===== src/rtl/pmfb_pkg.sv =====
// Shared types and constants for the page-organized monochrome frame store.
`timescale 1ns / 1ps

package pmfb_pkg;

  localparam int REQ_W  = 3;
  localparam int COL_W  = 7;
  localparam int ROW_W  = 6;
  localparam int BADR_W = 10;
  localparam int DATA_W = 8;
  // Page index carried by a row number (row / 8).
  localparam int PG_W   = ROW_W - 3;

  localparam logic [DATA_W-1:0] BYTE_FULL = 8'hFF;

  typedef enum logic [REQ_W-1:0] {
    REQ_SET   = 3'd0,
    REQ_CLR   = 3'd1,
    REQ_LINE  = 3'd2,
    REQ_WIPE  = 3'd3,
    REQ_READ  = 3'd4
  } req_t;

  typedef enum logic [2:0] {
    ST_CLEAR,
    ST_IDLE,
    ST_RMW_RD,
    ST_RMW_WR,
    ST_RB_RD,
    ST_RB_OUT
  } state_t;

  // Commands from the controller to the datapath.
  typedef struct packed {
    logic load;       // latch the incoming transaction
    logic clr_start;  // restart the clearing sweep at address zero
    logic clr_step;   // zero one store byte and advance the sweep
    logic rd_issue;   // read the byte of the current line page
    logic wr_commit;  // write the modified byte and advance the page
    logic rb_issue;   // read the byte asked for by a read transaction
    logic rb_load;    // move the read byte into the output register
  } dp_cmd_t;

  // Status from the datapath to the controller.
  typedef struct packed {
    logic skip;       // the pixel or line touches nothing in the store
    logic last_page;  // the current page is the last one to write
    logic clr_done;   // the sweep is at the last store byte
    logic out_free;   // the output register can take a new byte
  } dp_stat_t;

endpackage


===== src/rtl/pmfb_ctrl.sv =====
// Controller state machine: sequences clearing, read-modify-write and reads.
`timescale 1ns / 1ps

module pmfb_ctrl (
  input  logic               clk,
  input  logic               rst_n,
  input  logic               in_valid,
  output logic               in_stall,
  input  logic [2:0]         in_req_type,
  input  pmfb_pkg::dp_stat_t stat,
  output pmfb_pkg::dp_cmd_t  cmd
);
  import pmfb_pkg::*;

  state_t state_r;
  state_t state_nxt;

  always_ff @(posedge clk) begin
    if (!rst_n) begin
      state_r <= ST_CLEAR;
    end else begin
      state_r <= state_nxt;
    end
  end

  always_comb begin
    state_nxt = state_r;
    unique case (state_r)
      ST_CLEAR: begin
        if (stat.clr_done) begin
          state_nxt = ST_IDLE;
        end
      end
      ST_IDLE: begin
        if (in_valid) begin
          case (in_req_type)
            REQ_SET, REQ_CLR, REQ_LINE: state_nxt = ST_RMW_RD;
            REQ_WIPE:                   state_nxt = ST_CLEAR;
            REQ_READ:                   state_nxt = ST_RB_RD;
            default:                    state_nxt = ST_IDLE;
          endcase
        end
      end
      ST_RMW_RD: begin
        state_nxt = stat.skip ? ST_IDLE : ST_RMW_WR;
      end
      ST_RMW_WR: begin
        state_nxt = stat.last_page ? ST_IDLE : ST_RMW_RD;
      end
      ST_RB_RD: begin
        state_nxt = ST_RB_OUT;
      end
      ST_RB_OUT: begin
        if (stat.out_free) begin
          state_nxt = ST_IDLE;
        end
      end
      default: state_nxt = ST_IDLE;
    endcase
  end

  always_comb begin
    cmd      = '0;
    in_stall = 1'b1;
    unique case (state_r)
      ST_CLEAR: begin
        cmd.clr_step = 1'b1;
      end
      ST_IDLE: begin
        in_stall = 1'b0;
        if (in_valid) begin
          case (in_req_type)
            REQ_SET, REQ_CLR, REQ_LINE, REQ_READ: cmd.load = 1'b1;
            REQ_WIPE:                             cmd.clr_start = 1'b1;
            default:                              cmd = '0;
          endcase
        end
      end
      ST_RMW_RD: begin
        cmd.rd_issue = !stat.skip;
      end
      ST_RMW_WR: begin
        cmd.wr_commit = 1'b1;
      end
      ST_RB_RD: begin
        cmd.rb_issue = 1'b1;
      end
      ST_RB_OUT: begin
        cmd.rb_load = stat.out_free;
      end
      default: cmd = '0;
    endcase
  end

`ifndef SYNTHESIS
  // A write of a line page always follows the read of that page.
  a_wr_after_rd: assert property (@(posedge clk) disable iff (!rst_n)
    state_r == ST_RMW_WR |-> $past(state_r) == ST_RMW_RD)
    else $error("line page written without a preceding read");

  // An accepted read transaction goes straight to the store read.
  a_read_path: assert property (@(posedge clk) disable iff (!rst_n)
    (state_r == ST_IDLE && in_valid && in_req_type == REQ_READ) |=> state_r == ST_RB_RD)
    else $error("read transaction not sequenced to the store read");
`endif

endmodule


===== config.mk =====
export PLATFORM = sky130hd
export DESIGN_NAME = pmfb_ctrl
export DESIGN_NICKNAME = d
export VERILOG_FILES = /design/src/rtl/pmfb_pkg.sv /design/src/rtl/pmfb_ctrl.sv
export SDC_FILE = /design/constraint.sdc
export NUM_CORES = 1
export LEC_CHECK = 0
export BUFFER_PORTS_ARGS = -buffer_cell sky130_fd_sc_hd__buf_2
export CORE_AREA = 2 2 39 41
export CTS_CLUSTER_DIAMETER = 100
export DETAILED_ROUTE_END_ITERATION = 10
export DIE_AREA = 0 0 41 43
export GPL_TIMING_DRIVEN = 0
export PLACE_DENSITY_LB_ADDON = 0.25
export SYNTH_ARGS = -nofsm -noshare
export SYNTH_HDL_FRONTEND = slang
export SYNTH_SLANG_ARGS = --single-unit

===== constraint.sdc =====
create_clock -name clk -period 1.4 [get_ports clk]
set_input_delay 0.14 -clock clk [delete_from_list [all_inputs] [get_ports clk]]
set_output_delay 0.14 -clock clk [all_outputs]
set_load 0.01 [all_outputs]

# Word level (Yosys, flattened, before mapping)
# Cells that the tools add are included.
word_totals:
  ramBits: 0
  wordCells: 36
  romBits: 0
  inputBits: 10
  regBits: 3
  n_memories: 0
  latchBits: 0
op_classes:
  muxes: 17
  eq_ne: 12
  n_bitwise: 0
  mul: 0
  order_cmp: 0
  reduce_logical: 6
  shift: 0
  add_sub_neg: 0
  div_mod_pow: 0
op_table:
  columns: ["cell", "n"]
  rows:
  - ["3-bit case mux with 6 select lines", 1]
  - ["3-bit by 2-bit == test with 1-bit output, second input constant", 4]
  - ["1-bit case mux with 2 select lines", 5]
  - ["3-bit == test, second input constant", 3]
  - ["3-bit two-way mux", 3]
  - ["3-bit case mux with 3 select lines", 1]
  - ["7-bit two-way mux", 1]
  - ["3-bit by 1-bit == test with 1-bit output, second input constant", 2]
  - ["3-bit zero test", 2]
  - ["2-bit two-way mux", 3]
  - ["2-bit != test, second input constant", 3]
  - ["4-bit OR reduction", 1]
  - ["1-bit two-way mux", 3]
  - ["3-bit AND reduction", 1]
  - ["3-bit OR reduction", 1]
  - ["1-bit zero test", 1]

# Logic depth before layout (Yosys ltp)
# Gate-level depths: netlist of the first run.
logic_depth:
  word_depth: 5
  depth_mapped: 4
  mapped_depth_nobuf: 3

# Least setup slack after synthesis of the first run
# Ideal clock, no wire load.
synth_timing:
  kind: "register to output"
  start: "reg state_r[2]"
  end: "out cmd[5] (netlist bit)"
  path_slack_ns: 0.303
  arrival_time_ns: 0.957
  t_required_ns: 1.260
  path_stages_with_launch: 5
  path_cell_list: "dfxtp_1 buf_4 nor3b_2 nand2_1 nor3_2"
synth_lines:
  columns: ["item", "line_no", "source"]
  rows:
  - ["from (decl)", "pmfb_ctrl.sv:15", "state_t state_r;"]
  - ["from (signal assigned)", "pmfb_ctrl.sv:22", "state_r <= state_nxt;"]
  - ["to (decl)", "pmfb_ctrl.sv:11", "output pmfb_pkg::dp_cmd_t cmd"]

==> results by group, run 1 <==
Logic synthesis
  • Post-Synth Simple-Gate Area: 0.348
  • Synthesized flop and latch total: 3
  • XOR/XNOR Fraction of Synth Area: 0
  • Netlist cell types: 23
  • Cells after Synth: 35
  • Register area share after synthesis: 0.217
  • Cell area after synthesis: 277 sq um
  • Syn Area/Cell: 7.90 sq um
  • Main combinational cell family by area after synthesis: simple AND/OR/NAND/NOR gates
  • Ys Warns: 0
  • Post-Synth Adder-Cell Area: 0.0362
  • Synthesized Nets: 45
  • Compound-Gate Fraction of Synth Area: 0.240
  • Mux cell area share after synthesis: 0.0362

Drt
  • Remaining antenna violation count: 0
  • Via/cell ratio: 4.44
  • Via Count: 320
  • Wirelength per Cell: 10.2 microns
  • DRC Markers: 0
  • DR pass1 iterations: 2
  • Met2 routed WL: 310 microns
  • Routed Wire Length: 733 microns
  • Top sig layer: met3
  • WL met3: 52 microns
  • Metal1 wirelength: 370 microns
  • Initial DRC Count: 2

Placement
  • Hpwl dp: 551 microns
  • Inst Count DP: 68
  • IO buf count: 17
  • GP Congestion: 0.686
  • Dpl ws: 0.147 ns

Cells and area
  • Biggest regs: state_r x3
  • Max FFs per register: 3
  • Final nets: 67
  • Layout area overhead: 54.3%
  • Inserted Diodes: 0
  • Layout Cells excl Fill: 72
  • Biggest register: state_r
  • Share of cells above drive strength 1: 0.536
  • Number of fill cells in the layout: 174

Die
  • DIE AREA: 1760 sq um
  • Row count: 14
  • Die Y: 43 microns
  • IO Pins: 18
  • Initial Util: 0.200
  • Chip width: 41 microns
  • Core outline area: 1380 sq um

STA
  • Final worst slack: 0.115 ns
  • Unrepaired setup endpoints after global routing: no
  • Hold Violations, Final: 0
  • Final period utilization: 0.918
  • Final min period: 1.28 ns
  • Hold slack final: 0.186 ns
  • Fmax: 778 MHz
  • TNS Setup: 0 ns
  • Measured slew at the worst slew-check pin: 0.353 ns
  • Final setup violation count: 0
  • Max transition margin: 0.762
  • Slew Viols, Final: 0
  • Clk_skew: 0.00122 ns

Global routing
  • Initial antenna violation count: 0
  • Pin count of the biggest net entering global routing: 11
  • Gr usage total: 0.0932
  • Vias in the first global route: 290
  • Global-route wire length before repair: 1120 microns
  • GRT overflow: 0

Clock network
  • Clock-pin slew on the worst setup and hold paths: 0.03 ns
  • H-Tree Depth: 1
  • Clock tree sinks: 3
  • Cts hold-fix bufs: 0
  • Num CTS Buffers: 3
  • TritonCTS clock tree: yes
  • Root Buffer: clkbuf_4
  • Clk Latency, worst-skew pair: 0.23 ns
  • Clk buf depth: 2

Job
  • Max cap viols: 0

Power
  • Leakage: 0.212 nW
  • Power per cell area: 752 nW/um^2
  • Peak VDD IR: 432 uV

Outcome
  • Status: finished, final reports clean

Setup path
  • Worst setup EP type: output pin
  • Setup CP Type: flip-flop to output pin
  • Startpoint Class: flip-flop
  • WP data required: 1.26 ns
  • CP Data Arrival Time: 1.14 ns
  • CP max FO: 10

Worst hold path
  • HP Class: input pin to flip-flop
## final timing paths
path / slack (ns) / from / endpoint / depth (start not counted)
setup / recovery: 0.12 / state_r[1]$_SDFFE_PN0P_ / cmd[0] / 3
hold reg to reg: 0.57 / state_r[2]$_SDFFE_PN0P_ / state_r[2]$_SDFFE_PN0P_ / 2
setup reg to reg: 0.26 / state_r[1]$_SDFFE_PN0P_ / state_r[0]$_SDFFE_PN0P_ / 3
hold / removal: 0.19 / rst_n / state_r[1]$_SDFFE_PN0P_ / 2
## kinds of logic after synthesis
family	after synthesis
fa+ha+maj	1
buf+inv	5
compound gates	9
simple gates	16
flops	3
mux	1
## Yosys cell counts
| cell | count | share of area |
|---|---|---|
| nand2_1 | 4 | 0.054 |
| dfxtp_1 | 3 | 0.22 |
| nor2_1 | 3 | 0.041 |
| a21oi_1 | 2 | 0.036 |
| buf_4 | 2 | 0.054 |
| inv_1 | 2 | 0.027 |
| nand3_1 | 2 | 0.036 |
| nor3_1 | 2 | 0.036 |
| a21o_1 | 1 | 0.027 |
| a32o_1 | 1 | 0.036 |
| a41oi_1 | 1 | 0.032 |
| and3_2 | 1 | 0.027 |
| and4b_2 | 1 | 0.041 |
| buf_6 | 1 | 0.041 |
| maj3_1 | 1 | 0.036 |
| mux2i_1 | 1 | 0.036 |
| nor3_2 | 1 | 0.036 |
| nor3b_2 | 1 | 0.045 |
| nor4b_1 | 1 | 0.032 |
| o211a_1 | 1 | 0.036 |
| o21ai_1 | 1 | 0.018 |
| o22ai_1 | 1 | 0.023 |
| o41ai_1 | 1 | 0.032 |
## through the flow
| stage | utilization | total power, mW | instance area [sq um] |
|---|---|---|---|
| 5_1_grt | 0.308 | 0.349 | 427 |
| 6_report | 0.308 | 0.321 | 427 |
| 3_3_place_gp | 0.276 | 0.168 | 382 |
| 3_5_place_dp | 0.276 | 0.168 | 382 |
| 4_1_cts | 0.302 | 0.333 | 418 |
| 2_1_floorplan | - | 0.135 | 277 |
## critical path, stage by stage, from the launching register on
cell and delay, ns:
dfxtp_1 0.38, buf_4 0.19, and4b_2 0.22, buf_2 0.13
## what timing repair did
action,CTS,global route
buffers inserted,1,0
pin swaps,2,3
endpoints found under the setup margin,2,2
gates cloned,0,0
resized for setup,3,2
## cells in the final DEF, fill, tap and decap left out, drive strengths merged
cell    Yosys  routed
o41ai       1       1
a32o        1       1
nor3        3       3
a41oi       1       1
buf         3      20
nor3b       1       1
clkbuf      0       4
nand2       4       4
and3        1       1
a21o        1       1
inv         2       2
o21ai       1       1
and4b       1       1
dfxtp       3       3
nor4b       1       1
a21oi       2       2
nor2        3       3
maj3        1       1
mux2i       1       1
o211a       1       1
o22ai       1       1
nand3       2       2
## routing by layer
metal,track usage,up-vias
met4,0.0200,0
met3,0.0471,0
met2,0.119,11
met5,0,-
li1,-,173
met1,0.137,136
## cell type report
class                   instances  area (sq um)  share of cell area
well taps                      16          20.0              0.0469
inverters                       2          7.51              0.0176
clock buffers                   4          26.3              0.0616
plain buffers                   2          18.8              0.0440
flip-flops and latches          3          63.8               0.150
multi-input cells              27           198               0.463
repair buffers                 18          92.6               0.217
## report_power, final
part | internal, mW | leakage (nW) | total, mW | switching [mW]
Combinational | 0.0412 | 0.171 | 0.0817 | 0.0405
Clock | 0.107 | 0.0150 | 0.148 | 0.0412
Sequential | 0.0878 | 0.0253 | 0.0912 | 0.00344
Total | 0.236 | 0.212 | 0.321 | 0.0851
Note: power is estimated with default switching activity, not from simulation.
==> run 2, diff against run 1 <==
--- a/config.mk
+++ b/config.mk
@@ -6,12 +6,15 @@
 export NUM_CORES = 1
 export LEC_CHECK = 0
 export BUFFER_PORTS_ARGS = -buffer_cell sky130_fd_sc_hd__buf_2
-export CORE_AREA = 2 2 39 41
+export CELL_PAD_IN_SITES_DETAIL_PLACEMENT = 2
+export CELL_PAD_IN_SITES_GLOBAL_PLACEMENT = 2
+export CORE_ASPECT_RATIO = 0.9
+export CORE_UTILIZATION = 19
 export CTS_CLUSTER_DIAMETER = 100
 export DETAILED_ROUTE_END_ITERATION = 10
-export DIE_AREA = 0 0 41 43
 export GPL_TIMING_DRIVEN = 0
 export PLACE_DENSITY_LB_ADDON = 0.25
+export SKIP_LAST_GASP = 1
 export SYNTH_ARGS = -nofsm -noshare
 export SYNTH_HDL_FRONTEND = slang
 export SYNTH_SLANG_ARGS = --single-unit
==> run 2 against run 1 <==
Compared with the run above:
- global-route usage up 2.8 points
- final cell count down 2.8%
- maximum frequency down 3.2%
- clock skew about the same
- critical endpoint is now cmd[5]
==> results by group, run 2 (same netlist as run 1, synthesis figures left out) <==
Outcome
  • Status: finished, final reports clean (unchanged)

Cells and area
  • Post-route cell area: 424 sq um (was 427 sq um)
  • Register area: 63.8 sq um (unchanged)
  • Inserted Diodes: 0 (unchanged)
  • Commonest non-fill, non-tap cell in the layout: buf_2 (unchanged)
  • Number of fill cells in the layout: 175 (was 174)
  • Biggest regs: state_r x3 (unchanged)
  • Biggest register: state_r (unchanged)
  • Most frequent cells in the layout: buf_2, nand2_1, nor2_1, clkbuf_4 (unchanged)
  • Footprint of the multi-input gates: 198 sq um (unchanged)
  • Layout Cells excl Fill: 70 (was 72)
  • Max FFs per register: 3 (unchanged)
  • Final nets: 67 (unchanged)
  • Util after Layout: 0.328 (was 0.308)
  • Layout area overhead: 53.4% (was 54.3%)
  • Share of cells above drive strength 1: 0.536 (unchanged)

Setup path
  • Worst setup EP type: output pin (unchanged)
  • Reg-to-reg endpoint: state_r[0]$_SDFFE_PN0P_ (unchanged)
  • Setup CP Type: flip-flop to output pin (unchanged)
  • Worst R2R Start: state_r[1]$_SDFFE_PN0P_ (unchanged)
  • Critical Path Source: state_r[2]$_SDFFE_PN0P_ (was state_r[1]$_SDFFE_PN0P_)
  • Startpoint Class: flip-flop (unchanged)
  • CP Data Arrival Time: 1.19 ns (was 1.14 ns)
  • Worst Reg-to-Reg Cells: 3 (unchanged)
  • CP max FO: 8 (was 10)
  • WP data required: 1.26 ns (about the same)
  • Setup slack, reg-to-reg: 0.28 ns (was 0.26 ns)
  • CP endpoint: cmd[5] (was cmd[0])

Clock network
  • Num CTS Buffers: 3 (unchanged)
  • Cts hold-fix bufs: 0 (unchanged)
  • Clock tree sinks: 3 (unchanged)
  • Root Buffer: clkbuf_4 (unchanged)
  • TritonCTS clock tree: yes (unchanged)
  • Clk Latency, worst-skew pair: 0.23 ns (about the same)
  • H-Tree Depth: 1 (unchanged)
  • Clock-pin slew on the worst setup and hold paths: 0.04 ns (was 0.03 ns)
  • Clk buf depth: 2 (unchanged)

Die
  • Row count: 12 (was 14)
  • DIE AREA: 1610 sq um (was 1760 sq um)
  • IO Pins: 18 (unchanged)
  • Chip width: 42.2 microns (was 41 microns)
  • Die Y: 38.2 microns (was 43 microns)
  • Core outline area: 1290 sq um (was 1380 sq um)
  • Initial Util: 0.214 (was 0.200)

Power
  • Power per cell area: 779 nW/um^2 (was 752 nW/um^2)
  • Leakage: 0.212 nW (unchanged)
  • Power, Total: 0.331 mW (was 0.321 mW)
  • Peak VDD IR: 156 uV (was 432 uV)

Global routing
  • Gr usage total: 0.121 (was 0.0932)
  • Global-route wire length before repair: 1430 microns (was 1120 microns)
  • Pin count of the biggest net entering global routing: 11 (unchanged)
  • Initial antenna violation count: 0 (unchanged)
  • GRT overflow: 0 (unchanged)
  • Vias in the first global route: 324 (was 290)

Placement
  • Dpl ws: 0.0954 ns (was 0.147 ns)
  • IO buf count: 17 (unchanged)
  • Placed Area: 379 sq um (was 382 sq um)
  • Hpwl dp: 707 microns (was 551 microns)
  • Inst Count DP: 66 (was 68)
  • GP Congestion: 0.714 (was 0.686)

STA
  • Final period utilization: 0.948 (was 0.918)
  • Unrepaired setup endpoints after global routing: no (unchanged)
  • Clk_skew: 0.000976 ns (was 0.00122 ns)
  • Final setup violation count: 0 (unchanged)
  • Hold slack final: 0.186 ns (about the same)
  • Fmax: 753 MHz (was 778 MHz)
  • Final worst slack: 0.0728 ns (was 0.115 ns)
  • Slew Viols, Final: 0 (unchanged)
  • Final min period: 1.33 ns (was 1.28 ns)
  • Measured slew at the worst slew-check pin: 0.306 ns (was 0.353 ns)
  • TNS Setup: 0 ns (unchanged)
  • Max transition margin: 0.794 (was 0.762)
  • Hold Violations, Final: 0 (unchanged)

Worst hold path
  • HP Class: input pin to flip-flop (unchanged)

Drt
  • Routed Wire Length: 901 microns (was 733 microns)
  • Initial DRC Count: 5 (was 2)
  • Met2 routed WL: 416 microns (was 310 microns)
  • Via/cell ratio: 4.89 (was 4.44)
  • DRC Markers: 0 (unchanged)
  • Remaining antenna violation count: 0 (unchanged)
  • Top sig layer: met3 (unchanged)
  • DR pass1 iterations: 3 (was 2)
  • Via Count: 342 (was 320)
  • Wirelength per Cell: 12.9 microns (was 10.2 microns)
  • WL met3: 42 microns (was 52 microns)
  • Metal1 wirelength: 442 microns (was 370 microns)

Job
  • Max cap viols: 0 (unchanged)
## run 2: cell counts in the layout (fill, tap and decap cells not counted)
Identical to the previous run, type by type.
## run 2: what timing repair did
item	in CTS	in global routing
resized for setup	4	1
pin swaps	2	3
cloned	0	0
endpoints found under the setup margin	2	2
setup buffers	1	0
## run 2: per-layer routing
| metal | vias to the layer above | global-route usage |
|---|---|---|
| met5 | - | 0 |
| met4 | 0 | 0.0234 |
| met3 | 0 | 0.0283 |
| met2 | 9 | 0.227 |
| met1 | 159 | 0.143 |
| li1 | 174 | - |
## run 2: critical path, stage by stage, from the launching register on
cell and delay (ns):
dfxtp_4 0.37, nor3b_4 0.22, nand2_2 0.11, nor3_2 0.10
buf_2 0.15
## run 2: cell type report
type                    count  area share
multi-input cells          27       0.466
repair buffers             18       0.218
flip-flops and latches      3       0.150
clock buffers               4      0.0619
plain buffers               2      0.0442
well taps                  14      0.0413
inverters                   2      0.0177
## run 2: report_power, final
part | switching (mW) | leakage, nW | internal [mW]
clock network | 0.0483 | 0.0150 | 0.107
logic | 0.0429 | 0.171 | 0.0413
registers | 0.00339 | 0.0253 | 0.0876
total | 0.0946 | 0.212 | 0.236
## run 2: worst min path at each step
stage	from	to	slack [ns]	cells after the start
floorplan	rst_n	state_r[0]$_SDFFE_PN0P_	0.27	2
global placement	rst_n	state_r[1]$_SDFFE_PN0P_	0.43	2
detailed placement	rst_n	state_r[1]$_SDFFE_PN0P_	0.43	2
CTS	rst_n	state_r[1]$_SDFFE_PN0P_	0.18	2
global route	rst_n	state_r[1]$_SDFFE_PN0P_	0.19	2
finish	rst_n	state_r[1]$_SDFFE_PN0P_	0.19	2
